**src/rtl/core/sbf_pkg.sv**
```systemverilog
// Shared constants, types and helpers for the separable binomial 5x5 filter.
`default_nettype none

package sbf_pkg;

    // Frame limits
    localparam int MAX_WIDTH  = 1024;
    localparam int MAX_HEIGHT = 4096;
    localparam int MIN_DIM    = 4;

    // Field and register widths
    localparam int WIDTH_W  = 11;
    localparam int HEIGHT_W = 13;
    localparam int SAMPLE_W = 17;
    localparam int ROWSUM_W = 21;
    localparam int RESULT_W = 25;

    // Position counters; row runs up to height + 2 for the tail
    localparam int COL_W = $clog2(MAX_WIDTH);
    localparam int ROW_W = $clog2(MAX_HEIGHT + 3);

    // Row store: one word per column, one lane per row mod 4
    localparam int LANES  = 4;
    localparam int LANE_W = 2;

    // Queue between front and back
    localparam int QUEUE_DEPTH = 4;
    localparam int QPTR_W      = $clog2(QUEUE_DEPTH);
    localparam int QCNT_W      = $clog2(QUEUE_DEPTH + 1);

    // Configuration port
    localparam int APB_DATA_W = 32;
    localparam int APB_ADDR_W = 3;

    // Register indexes (byte address bit 2)
    localparam logic REG_WIDTH  = 1'b0;
    localparam logic REG_HEIGHT = 1'b1;

    // Input commands
    localparam logic CMD_PIXEL = 1'b0;
    localparam logic CMD_DRAIN = 1'b1;

    // Which of the four outer taps of a 5-tap filter fall inside the image
    typedef struct packed {
        logic m2;
        logic m1;
        logic p1;
        logic p2;
    } t_taps;

    // One classified word handed from front to back
    typedef struct packed {
        logic signed [SAMPLE_W-1:0] value;     // zero for drain words and words past the frame
        logic                       have_row;  // row filter output is in the frame
        logic                       have_col;  // a result is due
        logic                       frame_end; // result is the last pixel
        t_taps                      h_taps;    // horizontal taps
        t_taps                      v_taps;    // vertical taps
        logic [LANE_W-1:0]          lane;      // row mod 4 of the row filter pixel
        logic [COL_W-1:0]           column;    // column of the row filter pixel
    } t_work;

    function automatic logic [WIDTH_W-1:0] clamp_width(input logic [WIDTH_W-1:0] v);
        logic [WIDTH_W-1:0] r;
        if (int'(v) < MIN_DIM) begin
            r = WIDTH_W'(MIN_DIM);
        end else if (int'(v) > MAX_WIDTH) begin
            r = WIDTH_W'(MAX_WIDTH);
        end else begin
            r = v;
        end
        return r;
    endfunction

    function automatic logic [HEIGHT_W-1:0] clamp_height(input logic [HEIGHT_W-1:0] v);
        logic [HEIGHT_W-1:0] r;
        if (int'(v) < MIN_DIM) begin
            r = HEIGHT_W'(MIN_DIM);
        end else if (int'(v) > MAX_HEIGHT) begin
            r = HEIGHT_W'(MAX_HEIGHT);
        end else begin
            r = v;
        end
        return r;
    endfunction

endpackage

`default_nettype wire

```
**src/rtl/core/sbf_queue.sv**
```systemverilog
// Short queue of classified words between front and back.
`default_nettype none

module sbf_queue import sbf_pkg::*; (
    input  wire logic  i_clk,
    input  wire logic  i_rst_n,
    input  wire logic  i_push,
    input  wire t_work i_work,
    output logic       o_full,
    input  wire logic  i_pop,
    output logic       o_valid,
    output t_work      o_head
);

    t_work              r_slots [QUEUE_DEPTH];
    logic [QPTR_W-1:0]  r_wr_ptr;
    logic [QPTR_W-1:0]  r_rd_ptr;
    logic [QCNT_W-1:0]  r_count;

    assign o_full  = r_count == QCNT_W'(QUEUE_DEPTH);
    assign o_valid = r_count != '0;
    assign o_head  = r_slots[r_rd_ptr];

    // Pointers and fill level
    always_ff @(posedge i_clk) begin
        if (!i_rst_n) begin
            r_wr_ptr <= '0;
            r_rd_ptr <= '0;
            r_count  <= '0;
        end else begin
            if (i_push) begin
                r_wr_ptr <= (r_wr_ptr == QPTR_W'(QUEUE_DEPTH - 1)) ? '0
                                                                    : r_wr_ptr + QPTR_W'(1);
            end
            if (i_pop) begin
                r_rd_ptr <= (r_rd_ptr == QPTR_W'(QUEUE_DEPTH - 1)) ? '0
                                                                    : r_rd_ptr + QPTR_W'(1);
            end
            if (i_push && !i_pop) begin
                r_count <= r_count + QCNT_W'(1);
            end else if (i_pop && !i_push) begin
                r_count <= r_count - QCNT_W'(1);
            end
        end
    end

    // Slot storage
    always_ff @(posedge i_clk) begin
        if (i_push) begin
            r_slots[r_wr_ptr] <= i_work;
        end
    end

    a_count_bound: assert property (@(posedge i_clk) disable iff (!i_rst_n)
        r_count <= QCNT_W'(QUEUE_DEPTH))
        else $error("queue fill level out of range");

    a_no_push_full: assert property (@(posedge i_clk) disable iff (!i_rst_n)
        i_push |-> !o_full || i_pop)
        else $error("word pushed into a full queue");

endmodule

`default_nettype wire

```
**config.mk**
```make
export PLATFORM = sky130hd
export DESIGN_NAME = sbf_queue
export DESIGN_NICKNAME = d
export VERILOG_FILES = /design/src/rtl/core/sbf_pkg.sv /design/src/rtl/core/sbf_queue.sv
export SDC_FILE = /design/constraint.sdc
export NUM_CORES = 1
export LEC_CHECK = 0
export BUFFER_PORTS_ARGS = -buffer_cell sky130_fd_sc_hd__buf_2
export CORE_MARGIN = 2
export CORE_UTILIZATION = 35
export DETAILED_ROUTE_END_ITERATION = 7
export PLACE_DENSITY = 0.51
export SLEW_MARGIN = 40
export SYNTH_ARGS = -nofsm -noshare
export SYNTH_HDL_FRONTEND = slang
export SYNTH_SLANG_ARGS = --single-unit
```
**constraint.sdc**
```tcl
create_clock -name i_clk -period 2.31 [get_ports i_clk]
set_input_delay 0 -clock i_clk [delete_from_list [all_inputs] [get_ports i_clk]]
set_output_delay 0 -clock i_clk [all_outputs]
set_load 0.02 [all_outputs]
```
==> impl_metrics.yaml, run 1 <==
status:
  status: "finished, final reports clean"
synthesis:
  synth_nets: 304
  synthTopCellsByArea: "edfxtp_1 (77%), mux4_2 (14%), dfxtp_1 (2.9%), buf_12 (1.3%), ha_1 (1.2%)"
  synth_cell_type_count: 21
  syn-instance-count: 253
  netlist_area_sq_mm: 0.00628
  synth_top_area_share_pct: 76.6
  yosys_warnings: 0
  synth_top_cell_by_area: "edfxtp_1"
  synth_seq_cells: 169
  yosysSeqAreaShare_pct: 79.4
  synth_area_per_cell_sq_um: 24.8
critical_path:
  critPathRequiredTime_ps: 2310
  arrival_ps: 1950
  crit_type: "flop to primary output"
  start_kind: "flop"
  path_max_fanout: 24
  endpoint_kind: "primary output"
sta:
  fmax_mhz: 512
  min_period_over_period_pct: 84.6
  slew_headroom_pct: 73.1
  clock_skew_ps: 7.87
  fin_crit_ps: 1950
  final-setup-viol-count: 0
  fin_setup_tns_ps: 0
  worstMarginPinSlew_ps: 404
  maxSlewViolCount: 0
  timing.hold.ws_ps: 321
  rsz0062_at_grt: "false"
  final_hold_viol_count: 0
layout:
  final_cell_area_sq_mm: 0.00813
  area_growth_pct: 29.5
  nNetsFinal: 455
  num-fill-cells: 1490
  n_antenna_cell: 0
  drive_above_1_share_pct: 41.5
cts:
  cts_root_buffer: "clkbuf_16"
  cts_resized: 0
  clk_pin_slew_worst_paths_ps: 60
  cts_buffer_depth: 2
  post-cts-setup-buffers: 0
  clkSinkCount: 169
  htree_levels: 4
  insertion_delay_ps: 420
  cts_tree: "yes"
  cts_hold_buf: 44
  cts_buffers: 17
route:
  num_vias: 2981
  routed_wirelength_um: 11500
  drt-wirelength-per-cell_um: 17.9
  first_pass_iters: 4
  ant_nets: 0
  drt-initial-drc-count: 184
  vias_per_cell: 4.64
  drc: 0
grt:
  overflow: 0
  grt_pass1_wl_um: 17900
  track_usage_pct: 13.2
  grt_pass1_vias: 3269
  grt_max_degree: 25
  antenna_found_initial: 0
floorplanning:
  die-height_um: 138
  ioPinCount: 86
  fp.dieArea_sq_mm: 0.0190
  initial_core_util_pct: 36.0
  die_w_um: 138
  core_sq_mm: 0.0174
  fp-row-count: 48
placed_design:
  gp_congestion: 0.691
  hpwl_um: 7200
  placed_area_sq_mm: 0.00701
  portBuffers: 85
pwr:
  powerDensity_mw_per_mm2: 922
  p_leak_nw: 2.82
  peakVddDrop_mv: 0.495
hold_path:
  hold_path.class: "input port to flop"
run:
  maxCapViolCount: 0
path summary, 6_finish.rpt:
path / from / end / slack (ps) / depth (start not counted)
max reg2reg: r_wr_ptr[0] / r_slots[2][24] / 780 / 4
max: flop / o_head[1] / 360 / 3
min reg2reg: r_count[2] / r_count[2] / 520 / 2
min: i_work[5] / r_slots[2][5] / 320 / 2
through the flow:
| step | power, mW | util (%) | worst slack (ps) | std cells |
|---|---|---|---|---|
| final | 7.50 | 46.7 | 356 | 642 |
| after global routing | 7.75 | 46.7 | 256 | 642 |
| after CTS | 7.59 | 46.7 | 306 | 642 |
| after detailed placement | 4.32 | 40.2 | 739 | 566 |
| after global placement | 4.31 | 40.2 | 770 | 566 |
| after floorplan | 4.06 | - | 390 | 253 |
power breakdown:
| group | internal [mW] | switching, mW |
|---|---|---|
| clock network | 2.12 | 1.08 |
| registers | 3.50 | 0.0545 |
| logic | 0.334 | 0.397 |
state kept, by name (all words and copies together) (netlist names), named ones only:
| register | flops |
|---|---|
| r_rd_ptr | 2 |
| r_wr_ptr | 2 |
| r_count | 3 |
| r_slots | 160 |
cell families after synthesis:
logic type	after synthesis	synth area share, %
mux	44	15.0
buf+inv	13	2.01
xor+xnor	2	0.279
simple gates	15	1.46
fa+ha+maj	7	1.52
compound gates	3	0.319
flops	169	79.4
synthesized netlist by cell type, drive strengths merged:
master	instances
nor3b	1
nor2b	5
xor2	1
o21ai	1
fa	1
o21a	1
inv	4
buf	9
and2	5
ha	6
dfxtp	9
mux4	40
nor2	1
edfxtp	160
a21boi	1
nor3	1
or3	2
mux2i	4
xnor2	1
cells in the final DEF, fill, tap and decap left out:
cell / n
a21boi_0: 1
and2_1: 1
and2_2: 4
buf_12: 3
buf_2: 85
buf_4: 9
bufinv_16: 7
clkbuf_1: 1
clkbuf_16: 17
clkinv_1: 1
clkinv_2: 3
clkinvlp_4: 3
dfxtp_1: 7
dfxtp_2: 1
dfxtp_4: 1
dlygate4sd3_1: 44
edfxtp_1: 160
fa_1: 1
ha_1: 6
inv_1: 4
mux2i_1: 4
mux4_2: 40
nor2_1: 1
nor2b_1: 5
nor3_1: 1
nor3b_1: 1
o21a_1: 1
o21ai_0: 1
or3_1: 2
xnor2_1: 1
xor2_1: 1
metal layers:
metal / wire length (um) / vias up / GRT usage [%]
met5: 0 / - / 0
met4: 220 / 0 / 5.61
met3: 580 / 16 / 3.87
met2: 5670 / 67 / 21.9
met1: 5000 / 1537 / 16.1
li1: - / 1361 / -
worst max-delay path: stages (launching register included):
cell,delay [ps]
dfxtp_4,490
buf_12,270
mux4_2,570
buf_2,190
layout make-up:
| cell class | instances | area, sq um | share of cell area (%) |
|---|---|---|---|
| clock inverters | 14 | 251 | 3.09 |
| repair buffers | 141 | 993 | 12.2 |
| clock buffers | 18 | 429 | 5.28 |
| flip-flops and latches | 169 | 4990 | 61.4 |
| multi-input cells | 71 | 1170 | 14.4 |
| well taps | 225 | 282 | 3.46 |
| inverters | 4 | 15.0 | 0.185 |
(Power assumes the default switching activity.)
==> inputs of run 2 (changes only) <==
ABC_AREA = 1   (was default)
PLACE_DENSITY = 0.53   (was 0.51)
clock period = 1.69 ns   (was 2.31 ns; I/O delays follow)
==> impl_metrics.yaml, run 2 <==
status:
  status: "finished, final reports clean"
floorplanning:
  core_sq_mm: 0.0181
  fp.dieArea_sq_mm: 0.0197
  die_w_um: 140
  ioPinCount: 86
  initial_core_util_pct: 36.0
  die-height_um: 140
  fp-row-count: 49
hold_path:
  whs_path_depth: 2
  min_from: "i_work[38]"
  holdPathEnd: "r_slots[3][38]"
  hold_path.class: "input port to flop"
layout:
  area_growth_pct: 29.7
  layout_common_cells: "edfxtp_1 (160), nor2_1 (89), buf_2 (78), dlygate4sd3_1 (43), o21ai_0 (42)"
  nNetsFinal: 644
  top_regs: "r_slots: 160 flops, r_count: 3 flops"
  multi_input_area_sq_mm: 0.00120
  largest_reg_flops: 160
  regMostFlops: "r_slots"
  seq_area_sq_mm: 0.00499
  num-fill-cells: 1608
  drive_above_1_share_pct: 24.9
  final_common_cell: "edfxtp_1"
  fin_cells: 835
  n_antenna_cell: 0
sta:
  rsz0062_at_grt: "true"
  worstMarginPinSlew_ps: 309
  maxSlewViolCount: 0
  final-setup-viol-count: 0
  fmax_mhz: 602
  slew_headroom_pct: 79.4
  final_hold_viol_count: 0
  fin_crit_ps: 1660
  min_period_over_period_pct: 98.4
  timing.hold.ws_ps: 327
  clock_skew_ps: 5.52
critical_path:
  regToRegEndpoint: "r_slots[1][23]"
  endpoint_kind: "primary output"
  critPathRequiredTime_ps: 1690
  r2r_setup_slack_ps: 240
  crit_type: "flop to primary output"
  rr_startpoint: "r_wr_ptr[1]"
  worstPathCellList: "buf_12 > clkbuf_16 > o21ai_0 > o22ai_1 > buf_2"
  start_kind: "flop"
  arrival_ps: 1660
  r2r_cells: 5
  path_max_fanout: 6
  cp_slowest_cell: "dfxtp_4"
  slowest_delay_ps: 390
synthesis:
  synth_top_area_share_pct: 73.8
  synth_top_cell_by_area: "edfxtp_1"
  syn-instance-count: 447
  netlist_area_sq_mm: 0.00651
  synth-edff-count: 160
  yosysMostFrequentCell: "edfxtp_1"
  yosysSeqAreaShare_pct: 76.5
  synth_ff_type: "edfxtp_1"
  synth_commonest_cells: "edfxtp_1 (160), nor2_1 (89), o21ai_0 (43), o22ai_1 (40), o21ai_1 (37)"
  yosys_warnings: 0
  async_reset_ff_share_pct: 0
  synth_seq_cells: 169
  synth_cell_type_count: 22
  synthTopCellsByArea: "edfxtp_1 (74%), nor2_1 (5.1%), o22ai_1 (3.8%), o21ai_0 (3.3%), o21ai_1 (2.8%)"
  synth_nets: 498
  synth_area_per_cell_sq_um: 14.6
placed_design:
  dp_cells: 751
  portBuffers: 85
  gp_congestion: 0.700
  hpwl_um: 8440
route:
  first_pass_iters: 5
  drt-wirelength-per-cell_um: 17.8
  routed_wirelength_um: 14900
  vias_per_cell: 4.93
  ant_nets: 0
  drt-initial-drc-count: 242
  num_vias: 4119
  drc: 0
run:
  maxCapViolCount: 0
pwr:
  powerDensity_mw_per_mm2: 1180
  peakVddDrop_mv: 0.740
  total_power_mw: 9.97
  p_leak_nw: 3.04
cts:
  htree_levels: 4
  clk_pin_slew_worst_paths_ps: 60
  insertion_delay_ps: 420
  clkSinkCount: 169
  cts_buffer_depth: 2
  cts_root_buffer: "clkbuf_16"
  cts_tree: "yes"
  cts_buffers: 17
grt:
  track_usage_pct: 14.4
  overflow: 0
  grt_max_degree: 81
  grt_pass1_wl_um: 21600
  grt_pass1_vias: 4080
  antenna_found_initial: 0
run 2: changes by cell type after synthesis, moves of 4 or more:
cell / before / now
buf_8: 0 / 4
nand2_1: 0 / 9
mux4_2: 40 / 0
inv_1: 4 / 15
buf_4: 0 / 4
buf_6: 1 / 5
nor2_1: 1 / 89
mux2i_1: 4 / 0
and2_1: 5 / 0
nor2b_1: 5 / 0
buf_2: 4 / 8
o21ai_1: 0 / 37
o22ai_1: 0 / 40
o21ai_0: 1 / 43
run 2: per-layer routing:
metal  global-route usage, %  vias up  wire [um]
met2                    24.0       99       7280
met3                    4.24       18        645
met5                       0        -          0
met1                    18.1     2046       6780
met4                    4.78        0        191
li1                        -     1956          -
run 2: final cells by class:
class / instances / share of cell area (%)
repair buffers: 151 / 14.8
repair inverters: 1 / 0.193
clock buffers: 25 / 5.98
flip-flops and latches: 169 / 59.1
clock inverters: 7 / 1.07
multi-input cells: 237 / 14.2
well taps: 229 / 3.39
inverters: 16 / 1.23
run 2: kinds of logic (layout without fill, tap and decap cells):
| family | after synthesis | count (layout) | synth area share, % |
|---|---|---|---|
| AOI/OAI and AO/OA | 126 | 126 | 10.6 |
| and+or+nand+nor | 103 | 103 | 6.05 |
| DFF | 169 | 169 | 76.5 |
| buffers and inverters | 41 | 200 | 5.21 |
| adders and majority gates | 7 | 7 | 1.46 |
| xor gates and xnor gates | 1 | 1 | 0.134 |
run 2: what timing repair did:
item                                    4_1_cts  5_1_grt
hold endpoints to repair                    169        0
gates cloned                                  0        6
endpoints found under the setup margin       11       12
pin swaps                                     0        2
setup buffers                                 0        3
resized for setup                             1       20
hold buffers                                 43        0
run 2: worst max-delay path: cells and delay by family, from the launching register on:
| family | cells | cell delay [ps] |
|---|---|---|
| buf+inv | 3 | 560 |
| compound gates | 2 | 300 |
| flops | 1 | 390 |
run 2: per-stage QoR:
step           setup TNS [ps]  setup slack [ps]  instance area, sq um  utilization [%]
3_5_place_dp                0               238                  7170             39.6
6_report                    0              27.7                  8450             46.7
5_1_grt                 -27.5             -9.25                  8450             46.7
2_1_floorplan               0              21.7                  6530                -
3_3_place_gp                0               253                  7170             39.6
4_1_cts                 -42.8             -19.7                  8200             45.3
run 2: worst max-delay path by stage:
stage,start,endpoint,slack [ps],cells after the start
floorplan,r_wr_ptr[0],r_slots[0][0],20,4
global placement,r_wr_ptr[1],r_slots[1][25],250,5
detailed placement,r_wr_ptr[1],r_slots[1][24],240,5
CTS,flop,o_head[30],-20,4
global route,flop,o_head[29],-9,5
finish,flop,o_head[32],30,5
run 2: power breakdown:
group	internal [mW]	leakage [nW]	switching (mW)
clock network	2.37	0.289	1.48
logic	0.496	1.21	0.794
registers	4.78	1.55	0.0598
==> inputs of run 3 (changes only) <==
MAX_ROUTING_LAYER = met4   (was default)
==> impl_metrics.yaml, run 3 (synthesis gave the netlist of run 2 again) <==
pwr:
  p_leak_nw: 3.04
  total_power_mw: 9.98
  clkPwrFrac_pct: 38.5
  swShare_pct: 23.4
  pwr-share-seq_pct: 48.5
  powerDensity_mw_per_mm2: 1180
  switching_power_mw: 2.34
  p_int_mw: 7.64
  peakVddDrop_mv: 0.738
  p_comb_share_pct: 13.0
sta:
  maxSlewViolCount: 0
  clock_skew_ps: 5.56
  fmax_mhz: 608
  slew_headroom_pct: 78.9
  fin_crit_ps: 1650
  min_period_over_period_pct: 97.4
  timing.hold.ws_ps: 328
  final_hold_viol_count: 0
  worstMarginPinSlew_ps: 317
  rsz0062_at_grt: "true"
  final-setup-viol-count: 0
route:
  routed_wirelength_um: 15000
  drt-initial-drc-count: 287
  ant_nets: 0
  vias_per_cell: 4.94
  first_pass_iters: 4
  drt-wirelength-per-cell_um: 17.9
  drc: 0
  num_vias: 4125
placed_design:
  gp_congestion: 0.707
  portBuffers: 85
  dp_cells: 751
  hpwl_um: 8440
  placed_area_sq_mm: 0.00717
cts:
  htree_levels: 4
  clk_pin_slew_worst_paths_ps: 60
  cts_tree: "yes"
  insertion_delay_ps: 420
  clkSinkCount: 169
  cts_buffer_depth: 2
  cts_buffers: 17
  cts_root_buffer: "clkbuf_16"
grt:
  grt_pass1_wl_um: 21700
  overflow: 0
  grt_max_degree: 81
  grt_pass1_vias: 4060
  track_usage_pct: 14.9
  antenna_found_initial: 0
layout:
  largest_reg_flops: 160
  n_antenna_cell: 0
  top_regs: "r_slots: 160 flops, r_count: 3 flops"
  layout_common_cells: "edfxtp_1 (160), nor2_1 (89), buf_2 (78), dlygate4sd3_1 (43), o21ai_0 (42)"
  regMostFlops: "r_slots"
  num-fill-cells: 1608
  area_growth_pct: 29.7
  final_common_cell: "edfxtp_1"
  final_cell_area_sq_mm: 0.00845
  fin_cells: 835
  nNetsFinal: 644
  drive_above_1_share_pct: 24.9
  post-route-util_pct: 46.7
status:
  status: "finished, final reports clean"
critical_path:
  crit_buf_inv: 3
  start_kind: "flop"
  endpoint_kind: "primary output"
  critPathRequiredTime_ps: 1690
  path_max_fanout: 6
  crit_type: "flop to primary output"
  critical_path.top_delay_family: "buffers and inverters"
  cp_slowest_cell: "dfxtp_4"
  arrival_ps: 1650
  slowest_delay_ps: 390
  worstPathCellList: "buf_12 > clkbuf_16 > o21ai_0 > o22ai_1 > buf_2"
hold_path:
  hold_path.class: "input port to flop"
floorplanning:
  die-height_um: 140
  fp.dieArea_sq_mm: 0.0197
  fp-row-count: 49
  initial_core_util_pct: 36.0
  ioPinCount: 86
  die_w_um: 140
  core_sq_mm: 0.0181
run:
  maxCapViolCount: 0
-- run 3: what timing repair did --
item | CTS | global route
pin swaps | 0 | 2
resized for setup | 1 | 20
setup endpoints to repair | 11 | 12
setup buffers | 0 | 3
gates cloned | 0 | 6
hold endpoints to repair | 169 | 0
hold buffers | 43 | 0
-- run 3: power by group through the flow --
stage | combinational [mW] | clock [mW] | sequential, mW
floorplan | 0.719 | 0 | 4.91
global placement | 1.09 | 0 | 4.92
detailed placement | 1.10 | 0 | 4.93
CTS | 1.19 | 3.91 | 4.84
global route | 1.41 | 4.07 | 4.85
finish | 1.29 | 3.85 | 4.84
-- run 3: through the flow --
step,setup TNS (ps),setup slack [ps]
finish,0,44.3
CTS,-42.8,-19.7
global placement,0,253
detailed placement,0,238
floorplan,0,21.7
global route,-25.3,-9.27
-- run 3: area by class of cell --
cell class / count / area [sq um] / share of cell area, %
Timing Repair Buffer: 151 / 1250 / 14.8
Sequential cell: 169 / 4990 / 59.1
Tap cell: 229 / 287 / 3.39
Inverter: 16 / 104 / 1.23
Timing Repair inverter: 1 / 16.3 / 0.193
Clock buffer: 25 / 505 / 5.98
Clock inverter: 7 / 90.1 / 1.07
Multi-Input combinational cell: 237 / 1200 / 14.2
-- run 3: layer usage --
metal	GRT usage (%)	part of all wire (%)	vias to the layer above
met3	3.93	3.2	19
met2	24.1	48	93
met4	4.78	1.3	0
met1	18.3	47	2063
met5	-	0	-
li1	-	-	1950
-- run 3: final timing paths --
check                           depth (start not counted)        start  slack [ps]              to
worst max-delay path                                    5         flop          40      o_head[32]
worst min-delay path                                    2   i_work[38]         330  r_slots[3][38]
worst max register to register                          5  r_wr_ptr[1]         240  r_slots[1][23]
worst min register to register                          2  r_rd_ptr[1]         530            flop
