**src/rtl/core/sbf_pkg.sv**
```systemverilog
// Shared constants, types and helpers for the separable binomial 5x5 filter.
`default_nettype none

package sbf_pkg;

    // Frame limits
    localparam int MAX_WIDTH  = 1024;
    localparam int MAX_HEIGHT = 4096;
    localparam int MIN_DIM    = 4;

    // Field and register widths
    localparam int WIDTH_W  = 11;
    localparam int HEIGHT_W = 13;
    localparam int SAMPLE_W = 17;
    localparam int ROWSUM_W = 21;
    localparam int RESULT_W = 25;

    // Position counters; row runs up to height + 2 for the tail
    localparam int COL_W = $clog2(MAX_WIDTH);
    localparam int ROW_W = $clog2(MAX_HEIGHT + 3);

    // Row store: one word per column, one lane per row mod 4
    localparam int LANES  = 4;
    localparam int LANE_W = 2;

    // Queue between front and back
    localparam int QUEUE_DEPTH = 4;
    localparam int QPTR_W      = $clog2(QUEUE_DEPTH);
    localparam int QCNT_W      = $clog2(QUEUE_DEPTH + 1);

    // Configuration port
    localparam int APB_DATA_W = 32;
    localparam int APB_ADDR_W = 3;

    // Register indexes (byte address bit 2)
    localparam logic REG_WIDTH  = 1'b0;
    localparam logic REG_HEIGHT = 1'b1;

    // Input commands
    localparam logic CMD_PIXEL = 1'b0;
    localparam logic CMD_DRAIN = 1'b1;

    // Which of the four outer taps of a 5-tap filter fall inside the image
    typedef struct packed {
        logic m2;
        logic m1;
        logic p1;
        logic p2;
    } t_taps;

    // One classified word handed from front to back
    typedef struct packed {
        logic signed [SAMPLE_W-1:0] value;     // zero for drain words and words past the frame
        logic                       have_row;  // row filter output is in the frame
        logic                       have_col;  // a result is due
        logic                       frame_end; // result is the last pixel
        t_taps                      h_taps;    // horizontal taps
        t_taps                      v_taps;    // vertical taps
        logic [LANE_W-1:0]          lane;      // row mod 4 of the row filter pixel
        logic [COL_W-1:0]           column;    // column of the row filter pixel
    } t_work;

    function automatic logic [WIDTH_W-1:0] clamp_width(input logic [WIDTH_W-1:0] v);
        logic [WIDTH_W-1:0] r;
        if (int'(v) < MIN_DIM) begin
            r = WIDTH_W'(MIN_DIM);
        end else if (int'(v) > MAX_WIDTH) begin
            r = WIDTH_W'(MAX_WIDTH);
        end else begin
            r = v;
        end
        return r;
    endfunction

    function automatic logic [HEIGHT_W-1:0] clamp_height(input logic [HEIGHT_W-1:0] v);
        logic [HEIGHT_W-1:0] r;
        if (int'(v) < MIN_DIM) begin
            r = HEIGHT_W'(MIN_DIM);
        end else if (int'(v) > MAX_HEIGHT) begin
            r = HEIGHT_W'(MAX_HEIGHT);
        end else begin
            r = v;
        end
        return r;
    endfunction

endpackage

`default_nettype wire

```
**src/rtl/core/sbf_front.sv**
```systemverilog
// Front end: accepts words, tracks frame position and classifies each word.
`default_nettype none

module sbf_front import sbf_pkg::*; (
    input  wire logic                        i_clk,
    input  wire logic                        i_rst_n,
    input  wire logic                        i_in_valid,
    output logic                             o_in_ready,
    input  wire logic                        i_command,
    input  wire logic signed [SAMPLE_W-1:0]  i_sample,
    input  wire logic [WIDTH_W-1:0]          i_width,
    input  wire logic [HEIGHT_W-1:0]         i_height,
    input  wire logic                        i_restart,
    input  wire logic                        i_queue_full,
    output logic                             o_push,
    output t_work                            o_work
);

    logic [COL_W-1:0]   r_col, n_col;
    logic [ROW_W-1:0]   r_row, n_row;
    logic [ROW_W-1:0]   h_ext;
    logic [ROW_W-1:0]   p_row;
    logic [WIDTH_W-1:0] col_ext;
    logic [WIDTH_W-1:0] p_col;
    logic               accept;
    logic               in_pixels;
    logic               counted;
    logic               last_col;
    logic               wrap;

    assign h_ext   = ROW_W'(i_height);
    assign col_ext = WIDTH_W'(r_col);

    // Early drain words are taken and dropped
    assign o_in_ready = !i_queue_full;
    assign accept     = i_in_valid && !i_queue_full;
    assign in_pixels  = r_row < h_ext;
    assign counted    = (i_command == CMD_PIXEL) || !in_pixels;
    assign o_push     = accept && counted;

    // Position of the pixel two words back; row wraps high at frame start
    always_comb begin
        if (r_col >= COL_W'(2)) begin
            p_row = r_row;
            p_col = col_ext - WIDTH_W'(2);
        end else begin
            p_row = r_row - ROW_W'(1);
            p_col = col_ext + i_width - WIDTH_W'(2);
        end
    end

    // Classification
    always_comb begin
        o_work.value     = (i_command == CMD_PIXEL && in_pixels) ? i_sample : '0;
        o_work.have_row  = p_row < h_ext;
        o_work.have_col  = (p_row >= ROW_W'(2)) && (p_row <= h_ext + ROW_W'(1));
        o_work.frame_end = (p_row == h_ext + ROW_W'(1)) && (p_col == i_width - WIDTH_W'(1));
        o_work.h_taps.m2 = p_col >= WIDTH_W'(2);
        o_work.h_taps.m1 = p_col >= WIDTH_W'(1);
        o_work.h_taps.p1 = p_col <= i_width - WIDTH_W'(2);
        o_work.h_taps.p2 = p_col <= i_width - WIDTH_W'(3);
        o_work.v_taps.m2 = p_row >= ROW_W'(4);
        o_work.v_taps.m1 = p_row >= ROW_W'(3);
        o_work.v_taps.p1 = p_row <= h_ext;
        o_work.v_taps.p2 = p_row < h_ext;
        o_work.lane      = p_row[LANE_W-1:0];
        o_work.column    = p_col[COL_W-1:0];
    end

    // Raster position; tail ends at column 1 of the third row past the frame
    assign last_col = col_ext == i_width - WIDTH_W'(1);
    assign wrap     = (r_row == h_ext + ROW_W'(2)) && (r_col == COL_W'(1));

    always_comb begin
        n_col = r_col;
        n_row = r_row;
        if (wrap) begin
            n_col = '0;
            n_row = '0;
        end else if (last_col) begin
            n_col = '0;
            n_row = r_row + ROW_W'(1);
        end else begin
            n_col = r_col + COL_W'(1);
        end
    end

    always_ff @(posedge i_clk) begin
        if (!i_rst_n || i_restart) begin
            r_col <= '0;
            r_row <= '0;
        end else if (o_push) begin
            r_col <= n_col;
            r_row <= n_row;
        end
    end

    a_col_range: assert property (@(posedge i_clk) disable iff (!i_rst_n)
        col_ext < i_width)
        else $error("column counter past image width");

    a_row_range: assert property (@(posedge i_clk) disable iff (!i_rst_n)
        r_row <= h_ext + ROW_W'(2))
        else $error("row counter past frame tail");

    a_end_has_result: assert property (@(posedge i_clk) disable iff (!i_rst_n)
        o_push && o_work.frame_end |-> o_work.have_col)
        else $error("frame end flagged on a word without a result");

endmodule

`default_nettype wire

```
**config.mk**
```make
export PLATFORM = sky130hd
export DESIGN_NAME = sbf_front
export DESIGN_NICKNAME = d
export VERILOG_FILES = /design/src/rtl/core/sbf_pkg.sv /design/src/rtl/core/sbf_front.sv
export SDC_FILE = /design/constraint.sdc
export NUM_CORES = 1
export LEC_CHECK = 0
export ABC_AREA = 1
export ABC_CLOCK_PERIOD_IN_PS = 3900
export BUFFER_PORTS_ARGS = -buffer_cell sky130_fd_sc_hd__buf_2
export CORE_MARGIN = 2
export CORE_UTILIZATION = 45
export DETAILED_ROUTE_END_ITERATION = 10
export PLACE_DENSITY_LB_ADDON = 0.1
export SYNTH_ARGS = -nofsm -noshare
export SYNTH_HDL_FRONTEND = slang
export SYNTH_SLANG_ARGS = --single-unit
export TNS_END_PERCENT = 100
```
**constraint.sdc**
```tcl
create_clock -name i_clk -period 3.9 [get_ports i_clk]
set_input_delay 0.39 -clock i_clk [delete_from_list [all_inputs] [get_ports i_clk]]
set_output_delay 0.39 -clock i_clk [all_outputs]
set_load 0.005 [all_outputs]
```
==> impl_summary.txt, run 1 <==
----------------------------------------------------
[Finish]
  Synth-to-layout area growth ... 11.3%
  Top library cells by usage in the layout, fill and taps aside ... nand2_1 (283), inv_1 (161), nor2_1 (112), nand3_1 (104), buf_2 (88)
  Most common library cell in the layout ignoring fill and taps ... nand2_1
  Final layout net count ... 1296
  Final std cell area, no fill ... 0.00708 sq mm
  Share of post-route cells with drive strength above 1 ... 0.163
  Area of combinational cells with multiple inputs ... 0.00510 sq mm
  Number of filler instances in the final layout ... 1471
  Antenna cell count ... 0
  Sequential Area ... 469 sq um

[GRT]
  First-pass GRT wire length ... 30500 um
  Via count of the first global-routing pass ... 5838
  Aggregate global-route resource usage ... 0.256
  Total gr overflow ... 0
  Largest net degree at the start of global routing ... 19
  Initial antenna violation count ... 0

[Drt]
  Post-detailed-route wirelength per cell ... 14.1 um
  Via Count ... 6800
  Total wire length after detailed routing ... 19000 um
  Initial detailed-routing violation count ... 494
  Total iterations of the first detailed-routing run ... 5
  Post-route DRC ... 0
  Remaining antenna violation count after routing ... 0
  Vias/cell ... 5.06

[STA]
  Fin Hold WS ... 520 ps
  Total setup violations reported at the end of the flow ... 0
  Post-Route Skew ... 1.76 ps
  Worst-case headroom to the max-slew limit ... 0.545
  Highest clock rate ... 270 MHz
  Total count of hold-check failures in the final report ... 0
  Minimum clock period after layout ... 3700 ps
  Final critical-path share of the clock period ... 0.948
  Measured slew at the worst slew-check pin ... 680 ps
  Number of pins exceeding their max-slew limit in the final report ... 0

[Clock tree]
  Root cell of the clock tree ... clkbuf_16
  Maximum level of the CTS H-tree ... 1
  Clock buffers created by TritonCTS ... 3
  Maximum root-to-sink buffer count ... 2
  Source-to-sink clock delay at the later pin of the worst-skew pair ... 260 ps
  CTS Sinks ... 23
  Clock-pin slew reported for the worst setup and hold paths after clock tree synthesis ... 60 ps
  CTS tree ... built

[Hold path]
  Worst hold path cell count ... 4
  WHS Endpoint ... r_col[6]$_SDFFE_PP0P_
  Type of the tightest min-delay check ... in2reg
  Hold Path Origin ... i_restart

[Worst setup path]
  Critical path startpoint category ... flop
  Arrival time worst endpoint ... 3310 ps
  Crit Reg-Reg Endpoint ... r_row[12]$_SDFFE_PP0P_
  Type of the worst setup path ... reg2out
  Max Fanout on Critical Path ... 6
  Critical path endpoint category ... primary output
  Worst-case reg-to-reg path depth ... 11
  Setup slack on the worst flop-to-flop path ... 1050 ps
  Required @ worst endpoint ... 3510 ps
  Beginning of the worst register-to-register path ... r_row[2]$_SDFFE_PP0P_

[Synth]
  Number of register bits inferred by synthesis ... 23
  Number of instances in the synthesized netlist ... 1084
  Post-synthesis average cell area ... 5.87 sq um
  Syn Nets ... 1215
  Library cell with the largest summed area after synthesis ... nand2_1
  Proportion of register bits with asynchronous set or reset after synthesis ... 0
  Unique masters post-synth ... 49
  Cell Area, Synth ... 0.00636 sq mm
  Leading post-synthesis cells by cell area ... nand2_1 (17%), ha_1 (16%), inv_1 (9.5%), xor2_1 (8.5%), nand3_1 (8.2%)
  Most used flip-flop cell after synthesis ... dfxtp_1
  Post-synth EDFFs ... 0
  Share of the synthesized area in the top cell type ... 0.168
  Sequential fraction of the synthesis area ... 0.0724
  Total number of yosys warnings ... 0

[Placed design]
  RePlAce Congestion ... 1.00
  Total of buffers placed on input and output ports ... 88
  Estimated wirelength of the detail-placed design ... 16300 um
  Post-place instance area ... 0.00694 sq mm

[Floorplan]
  Vertical die dimension ... 123 um
  Core region area ... 0.0138 sq mm
  Die width ... 123 um
  Die Outline Area ... 0.0151 sq mm
  Num rows ... 43
  Starting Density ... 0.460
  I/O pins ... 89

[Pwr]
  Static Leak ... 3.80 nW
  Power per unit of standard cell area ... 156 mW/mm^2
  Final total power ... 1.10 mW
  Maximum VDD drop ... 0.264 mV

[Outcome]
  Run status ... finished, final reports clean

[Job]
  Reported max-cap violation count ... 0

----------------------------------------------------
## layout make-up
| type | instances | share of cell area |
|---|---|---|
| multi-input combinational | 858 | 0.720 |
| inverter | 180 | 0.0965 |
| timing repair buffer | 99 | 0.0739 |
| sequential | 23 | 0.0663 |
| tap | 180 | 0.0318 |
| clock buffer | 4 | 0.0111 |
## worst max-delay path by stage
| stage | from | end | slack (ps) | cells past startpoint |
|---|---|---|---|---|
| final | r_col[5]$_SDFFE_PP0P_ | o_work[16] | 200 | 22 |
| after global routing | r_col[4]$_SDFFE_PP0P_ | o_work[17] | -7 | 22 |
| after CTS | r_col[5]$_SDFFE_PP0P_ | o_work[16] | 20 | 22 |
| after detailed placement | i_width[1] | o_work[16] | 160 | 24 |
| after global placement | i_width[1] | o_work[16] | 220 | 24 |
| after floorplan | r_col[1]$_SDFFE_PP0P_ | o_work[16] | 480 | 22 |
## cells by family (layout without fill, tap and decap cells)
logic type,after synthesis,count (layout),share of synthesized area
AO/OA/AOI/OAI,76,76,0.0693
XOR/XNOR,76,76,0.105
adder cells (fa/ha/maj),84,84,0.166
buffers and inverters,203,283,0.133
flip-flops,23,23,0.0724
AND/OR/NAND/NOR,622,622,0.455
## state kept, by name, indices dropped and copies added, names as in the netlist
name,cells
r_col,10
r_row,13
## cell usage after synthesis (all sizes together) (4+ instances only)
master  count
or2         5
nor2      140
o21bai      4
clkinv      4
clkbuf      6
xor2       62
nand2     298
nand3b     12
ha         83
o21ai      33
buf        17
nand4      26
nor3       27
nand3     110
xnor2      14
inv       176
a21oi      30
dfxtp      23
## where the power goes
part	internal, mW	total, mW	switching [mW]
registers	0.234	0.234	0.000242
clock network	0.140	0.225	0.0849
logic	0.239	0.643	0.404
## metal layers
| layer | up-vias | track usage | part of all wire |
|---|---|---|---|
| met5 | - | 0 | 0 |
| met4 | 0 | 0.0409 | 0.0073 |
| met3 | 8 | 0.00651 | 0.050 |
| met2 | 152 | 0.370 | 0.40 |
| met1 | 3030 | 0.418 | 0.54 |
| li1 | 3610 | - | - |
## what timing repair did
action | 4_1_cts | 5_1_grt
setup endpoints to repair | 1 | 7
setup buffers | 0 | 0
cloned | 0 | 0
pin swaps | 0 | 1
hold buffers | 0 | 0
gates resized for setup | 1 | 16
## critical path, stage by stage (launching register included)
cell and delay, ps:
dfxtp_4 380, inv_2 80, ha_1 270, inv_1 40, ha_1 340, nand2_1 80, or2_2 310, nand3_1 100
nand2_1 60, nand2_1 60, nand2_1 60, nand3_1 70, nand3_1 90, nand2_2 120, inv_1 80, ha_1 300
nand2_1 50, nand3b_1 150, nor2_1 130, nand2_1 60, nand2_1 60, nand2_1 40, buf_2 110
## through the flow
step | setup WS [ps] | util | std cells | setup TNS, ps
floorplan | 481 | - | 1084 | 0
global placement | 217 | 0.502 | 1340 | 0
detailed placement | 165 | 0.502 | 1340 | 0
CTS | 16.5 | 0.508 | 1344 | 0
global route | -6.97 | 0.512 | 1344 | -10.4
finish | 201 | 0.512 | 1344 | 0
Power figures use the tool's default switching activity.
==> run 2: changes to the inputs <==
--- a/config.mk
+++ b/config.mk
@@ -6,7 +6,7 @@
 export NUM_CORES = 1
 export LEC_CHECK = 0
 export ABC_AREA = 1
-export ABC_CLOCK_PERIOD_IN_PS = 3900
+export ABC_CLOCK_PERIOD_IN_PS = 4100
 export BUFFER_PORTS_ARGS = -buffer_cell sky130_fd_sc_hd__buf_2
 export CORE_MARGIN = 2
 export CORE_UTILIZATION = 45
==> constraint.sdc (replaced) <==
create_clock -name i_clk -period 4.1 [get_ports i_clk]
set_input_delay 0.41 -clock i_clk [delete_from_list [all_inputs] [get_ports i_clk]]
set_output_delay 0.41 -clock i_clk [all_outputs]
set_load 0.01 [all_outputs]
==> impl_summary.txt, run 2 (same netlist as run 1, synthesis figures left out) <==
----------------------------------------------------
[Floorplan]
  Die width ... 123 um (unchanged)
  Num rows ... 43 (unchanged)
  I/O pins ... 89 (unchanged)
  Vertical die dimension ... 123 um (unchanged)
  Starting Density ... 0.460 (unchanged)
  Die Outline Area ... 0.0151 sq mm (unchanged)
  Core region area ... 0.0138 sq mm (unchanged)

[Finish]
  Synth-to-layout area growth ... 10.3%
  Share of post-route cells with drive strength above 1 ... 0.158 (-0.00547)
  Post-route insts no fill ... 1340 (-0.30%)
  Sequential Area ... 465 sq um (-0.80%)
  Number of flip-flops under the largest register name ... 13 (unchanged)
  Area of combinational cells with multiple inputs ... 0.00507 sq mm (-0.56%)
  Antenna cell count ... 0 (unchanged)
  Number of filler instances in the final layout ... 1481 (+0.68%)
  Register name with the most flops ... r_row
  Largest registers in the final layout ... r_row x13, r_col x10
  Final layout net count ... 1292 (-0.31%)
  Top library cells by usage in the layout, fill and taps aside ... nand2_1 (283), inv_1 (161), nor2_1 (114), nand3_1 (104), buf_2 (88)
  Most common library cell in the layout ignoring fill and taps ... nand2_1
  Final std cell area, no fill ... 0.00701 sq mm (-0.92%)
  Finished Core Util ... 0.507 (-0.00471)

[Drt]
  Total wire length after detailed routing ... 18700 um (-1.6%)
  Post-route DRC ... 0 (unchanged)
  Total iterations of the first detailed-routing run ... 6 (+1)
  Vias/cell ... 5.03 (-0.57%)
  Initial detailed-routing violation count ... 454 (-8.1%)
  Remaining antenna violation count after routing ... 0 (unchanged)
  Post-detailed-route wirelength per cell ... 13.9 um (-1.3%)
  Via Count ... 6741 (-0.87%)

[Pwr]
  Clock power share ... 0.204 (about the same)
  Power per unit of standard cell area ... 151 mW/mm^2 (-2.8%)
  Maximum VDD drop ... 0.227 mV (-14%)
  Part of the power in registers ... 0.211 (-0.002)
  Internal power of the cells ... 582 uW (-5.1%)
  Combinational group share of total power ... 0.585 (about the same)
  Switching power ... 479 uW (-2.0%)
  Static Leak ... 3.78 nW (-0.53%)
  Switching power as a share of total power ... 0.452 (+0.00804)
  Final total power ... 1.06 mW (-3.7%)

[GRT]
  Aggregate global-route resource usage ... 0.252 (-0.00355)
  Via count of the first global-routing pass ... 5875 (+0.63%)
  Total gr overflow ... 0 (unchanged)
  First-pass GRT wire length ... 30100 um (-1.4%)
  Largest net degree at the start of global routing ... 26 (+7)
  Initial antenna violation count ... 0 (unchanged)

[Clock tree]
  Maximum root-to-sink buffer count ... 2 (unchanged)
  CTS tree ... built
  CTS resizes ... 0 (-1)
  Maximum level of the CTS H-tree ... 1 (unchanged)
  Root cell of the clock tree ... clkbuf_16
  CTS Sinks ... 23 (unchanged)
  Post CTS Setup Buffer Count ... 0 (unchanged)
  Number of hold-repair buffers added at the cts stage ... 0 (unchanged)
  Source-to-sink clock delay at the later pin of the worst-skew pair ... 260 ps (about the same)
  Clock buffers created by TritonCTS ... 3 (unchanged)
  Clock-pin slew reported for the worst setup and hold paths after clock tree synthesis ... 60 ps (about the same)

[Placed design]
  Post-place instance area ... 0.00691 sq mm (-0.43%)
  Post-Place Cells ... 1336 (-0.30%)
  RePlAce Congestion ... 0.994 (-0.99%)
  Pre-CTS setup slack ... 297 ps (+132 ps)
  Total of buffers placed on input and output ports ... 88 (unchanged)
  Estimated wirelength of the detail-placed design ... 16000 um (-1.5%)

[STA]
  RSZ-0062 raised after global routing ... no
  Total setup violations reported at the end of the flow ... 0 (unchanged)
  Highest clock rate ... 264 MHz
  Fin Hold WS ... 547 ps (+26.8 ps)
  Post-Route Skew ... 4.78 ps (+3.02 ps)
  Final critical-path share of the clock period ... 0.925
  Minimum clock period after layout ... 3790 ps
  Total count of hold-check failures in the final report ... 0 (unchanged)
  Measured slew at the worst slew-check pin ... 646 ps (-34.4 ps)
  Post-route setup slack ... 309 ps (+108 ps)
  Final TNS setup ... 0 ps (unchanged)
  Number of pins exceeding their max-slew limit in the final report ... 0 (unchanged)
  Worst-case headroom to the max-slew limit ... 0.568 (+0.0230)

[Worst setup path]
  Type of the worst setup path ... reg2out
  Required @ worst endpoint ... 3690 ps (+180 ps)
  Arrival time worst endpoint ... 3380 ps (+70 ps)
  Max Fanout on Critical Path ... 7 (+1)
  Beginning of the worst register-to-register path ... r_row[2]$_SDFFE_PP0P_
  Critical path endpoint category ... primary output
  Setup slack on the worst flop-to-flop path ... 1280 ps (+230 ps)
  Critical path startpoint ... r_col[4]$_SDFFE_PP0P_
  Critical path startpoint category ... flop

[Job]
  Reported max-cap violation count ... 0 (unchanged)

[Hold path]
  Hold Path Origin ... i_restart
  Type of the tightest min-delay check ... in2reg

[Outcome]
  Run status ... finished, final reports clean

----------------------------------------------------
-- run 2: worst max-delay path: stages, from the launching register on --
cell and delay, ps:
dfxtp_2 390, inv_2 110, ha_1 280, inv_1 40, ha_1 350, a21oi_1 100, or2_2 290, nand3_1 90
nand2_1 60, nand2_1 60, nand2_1 70, nand3_1 70, nand3_1 90, nand2_2 120, inv_1 90, ha_1 300
nand2_1 50, nand3b_1 140, nor2_1 130, nand2_1 60, nand2_1 60, nand2_1 40, buf_2 130
-- run 2: per-layer routing --
metal  global-route usage  vias up  part of all wire
li1                     -     3617                 -
met1                0.410     2959              0.54
met2                0.361      152              0.40
met3               0.0116       13             0.050
met4               0.0467        0             0.010
met5                    0        -                 0
-- run 2: path summary, 6_finish.rpt --
| kind | end | depth (start not counted) |
|---|---|---|
| max | o_work[16] | 22 |
| min | r_col[3]$_SDFFE_PP0P_ | 4 |
| max reg2reg | r_row[2]$_SDFFE_PP0P_ | 11 |
| min reg2reg | r_col[0]$_SDFFE_PP0P_ | 3 |
-- run 2: final cells by class --
class / instances / share of cell area
multi-input combinational: 858 / 0.723
timing repair buffer: 95 / 0.0703
clock buffer: 4 / 0.0112
inverter: 180 / 0.0970
sequential: 23 / 0.0664
tap: 180 / 0.0321
-- run 2: power groups by stage --
stage,sequential (mW),combinational (mW),clock (mW)
finish,0.224,0.621,0.216
global route,0.224,0.703,0.228
CTS,0.224,0.614,0.219
detailed placement,0.229,0.611,0
global placement,0.229,0.610,0
floorplan,0.229,0.436,0
==> run 3: changes to the inputs <==
--- a/config.mk
+++ b/config.mk
@@ -12,6 +12,7 @@
 export CORE_UTILIZATION = 45
 export DETAILED_ROUTE_END_ITERATION = 10
 export PLACE_DENSITY_LB_ADDON = 0.1
+export REMOVE_ABC_BUFFERS = 1
 export SYNTH_ARGS = -nofsm -noshare
 export SYNTH_HDL_FRONTEND = slang
 export SYNTH_SLANG_ARGS = --single-unit
==> impl_summary.txt, run 3 (same netlist as run 1, synthesis figures left out) <==
----------------------------------------------------
[STA]
  Total count of hold-check failures in the final report ... 0 (unchanged)
  Final critical-path share of the clock period ... 0.923 (-0.00195)
  Number of pins exceeding their max-slew limit in the final report ... 0 (unchanged)
  Worst-case headroom to the max-slew limit ... 0.535 (-0.0326)
  Post-Route Skew ... 1.67 ps (-3.11 ps)
  RSZ-0062 raised after global routing ... yes
  Minimum clock period after layout ... 3780 ps (-7.99 ps)
  Highest clock rate ... 264 MHz (+0.21%)
  Measured slew at the worst slew-check pin ... 695 ps (+48.8 ps)
  Post-route setup slack ... 317 ps (+7.99 ps)
  Total setup violations reported at the end of the flow ... 0 (unchanged)

[Floorplan]
  Die width ... 123 um (unchanged)
  I/O pins ... 89 (unchanged)
  Starting Density ... 0.460 (unchanged)
  Vertical die dimension ... 123 um (unchanged)
  Num rows ... 43 (unchanged)
  Core region area ... 0.0138 sq mm (unchanged)
  Die Outline Area ... 0.0151 sq mm (unchanged)

[Worst setup path]
  Required @ worst endpoint ... 3690 ps (about the same)
  Worst-case reg-to-reg path depth ... 12 (+1)
  Timing endpoint of the critical path ... o_work[17]
  Type of the worst setup path ... reg2out
  Critical path startpoint ... r_col[3]$_SDFFE_PP0P_
  Critical path endpoint category ... primary output
  Beginning of the worst register-to-register path ... r_row[6]$_SDFFE_PP0P_
  Arrival time worst endpoint ... 3370 ps (about the same)
  Crit Reg-Reg Endpoint ... r_row[9]$_SDFFE_PP0P_
  Max Fanout on Critical Path ... 8 (+1)
  Setup slack on the worst flop-to-flop path ... 1270 ps (about the same)
  Critical path startpoint category ... flop

[Drt]
  Total wire length after detailed routing ... 19100 um (+2.0%)
  Via Count ... 6799 (+0.86%)
  Initial detailed-routing violation count ... 421 (-7.3%)
  Vias/cell ... 5.08 (+0.94%)
  Total iterations of the first detailed-routing run ... 5 (-1)
  Post-detailed-route wirelength per cell ... 14.2 um (+2.1%)
  Post-route DRC ... 0 (unchanged)
  Remaining antenna violation count after routing ... 0 (unchanged)

[Placed design]
  Total of buffers placed on input and output ports ... 88 (unchanged)
  Estimated wirelength of the detail-placed design ... 16300 um (+1.4%)
  Post-place instance area ... 0.00691 sq mm (-0.11%)
  Post-Place Cells ... 1335 (-0.075%)
  Pre-CTS setup slack ... 287 ps (-9.79 ps)
  RePlAce Congestion ... 0.983 (-1.1%)

[GRT]
  Aggregate global-route resource usage ... 0.254 (+0.00160)
  Largest net degree at the start of global routing ... 26 (unchanged)
  Initial antenna violation count ... 0 (unchanged)
  Met2 global-route usage ... 0.379 (+0.0186)
  Met1 Resource Use GR ... 0.397 (-0.0129)
  Total gr overflow ... 0 (unchanged)
  Via count of the first global-routing pass ... 5933 (+0.99%)
  First-pass GRT wire length ... 30100 um (+0.11%)
  Most used routing layer ... met1
  GR Util met3 ... 0.0177 (+0.00604)

[Finish]
  Number of flip-flops under the largest register name ... 13 (unchanged)
  Final layout net count ... 1291 (-0.077%)
  Top library cells by usage in the layout, fill and taps aside ... nand2_1 (283), inv_1 (161), nor2_1 (115), nand3_1 (104), buf_2 (88)
  Share of post-route cells with drive strength above 1 ... 0.157 (-0.000727)
  Register name with the most flops ... r_row
  Post-route insts no fill ... 1339 (-0.075%)
  Synth-to-layout area growth ... 10.5%
  Largest registers in the final layout ... r_row x13, r_col x10
  Final std cell area, no fill ... 0.00703 sq mm (+0.16%)
  Most common library cell in the layout ignoring fill and taps ... nand2_1
  Antenna cell count ... 0 (unchanged)

[Clock tree]
  CTS Sinks ... 23 (unchanged)
  Clock buffers created by TritonCTS ... 3 (unchanged)
  Maximum root-to-sink buffer count ... 2 (unchanged)
  Source-to-sink clock delay at the later pin of the worst-skew pair ... 260 ps (about the same)
  Root cell of the clock tree ... clkbuf_16
  Clock-pin slew reported for the worst setup and hold paths after clock tree synthesis ... 60 ps (about the same)
  CTS tree ... built
  Maximum level of the CTS H-tree ... 1 (unchanged)

[Hold path]
  Type of the tightest min-delay check ... in2reg

[Pwr]
  Power per unit of standard cell area ... 152 mW/mm^2 (+0.21%)
  Static Leak ... 3.77 nW (-0.13%)
  Final total power ... 1.06 mW (+0.37%)
  Switching power as a share of total power ... 0.453 (+0.00116)
  Internal power of the cells ... 583 uW (+0.15%)
  Combinational group share of total power ... 0.586 (about the same)
  Clock power share ... 0.204 (about the same)
  Part of the power in registers ... 0.210 (about the same)
  Maximum VDD drop ... 0.225 mV (-0.92%)
  Switching power ... 482 uW (+0.63%)

[Job]
  Reported max-cap violation count ... 0 (unchanged)

[Outcome]
  Run status ... finished, final reports clean

----------------------------------------------------
[run 3: cell count changes in the layout (fill, tap and decap cells not counted), sizes merged]
cell and change:
buf -1
[run 3: cell type report]
class,count,area [sq um]
tap,180,225
clock buffer,4,78.8
fill,1515,6800
multi-input combinational,858,5090
inverter,180,681
timing repair buffer,94,485
sequential,23,465
[run 3: power by group through the flow]
stage / clock network (mW) / registers, mW / logic [mW]
2_1_floorplan: 0 / 0.229 / 0.424
5_1_grt: 0.226 / 0.224 / 0.712
3_5_place_dp: 0 / 0.229 / 0.613
3_3_place_gp: 0 / 0.229 / 0.611
6_report: 0.217 / 0.224 / 0.623
4_1_cts: 0.221 / 0.224 / 0.616
[run 3: timing repair]
item                       4_1_cts  5_1_grt
resized for setup                0       13
setup buffers                    0        0
hold buffers                     0        0
setup endpoints to repair        0        5
[run 3: routing by layer]
layer  vias up  share of wire
li1       3601              -
met1      2985           0.52
met2       204           0.41
met3         9          0.067
met4         0         0.0086
met5         -              0
[run 3: worst min-delay path by stage]
stage	startpoint	endpoint	cells after the start
floorplan	r_row[11]$_SDFFE_PP0P_	r_row[11]$_SDFFE_PP0P_	2
global placement	r_col[0]$_SDFFE_PP0P_	r_col[0]$_SDFFE_PP0P_	3
detailed placement	r_col[0]$_SDFFE_PP0P_	r_col[0]$_SDFFE_PP0P_	3
CTS	i_restart	r_col[0]$_SDFFE_PP0P_	4
global route	i_restart	r_col[6]$_SDFFE_PP0P_	4
finish	i_restart	r_col[6]$_SDFFE_PP0P_	4
[run 3: through the flow]
step / hold WS (ps) / setup TNS (ps) / util
after CTS: 555 / 0 / 0.505
after global placement: 541 / 0 / 0.500
after floorplan: 503 / 0 / -
after detailed placement: 556 / 0 / 0.500
final: 545 / 0 / 0.508
after global routing: 584 / -11.1 / 0.508
[run 3: worst max-delay path, cell delays in order, from the launching register on]
cell and delay (ps):
dfxtp_2 450, inv_2 100, ha_1 280, inv_1 40
ha_1 350, a21oi_1 150, nand2_1 90, nand2_1 70
nand2_1 120, nand2_1 110, nand2_1 50, nand2_1 50
nand3_1 60, nand2_1 140, inv_1 130, ha_1 310
nand2_1 40, nand3b_1 150, nor2_1 130, nand2_1 60
nand2_1 60, nand2_1 40, buf_2 130
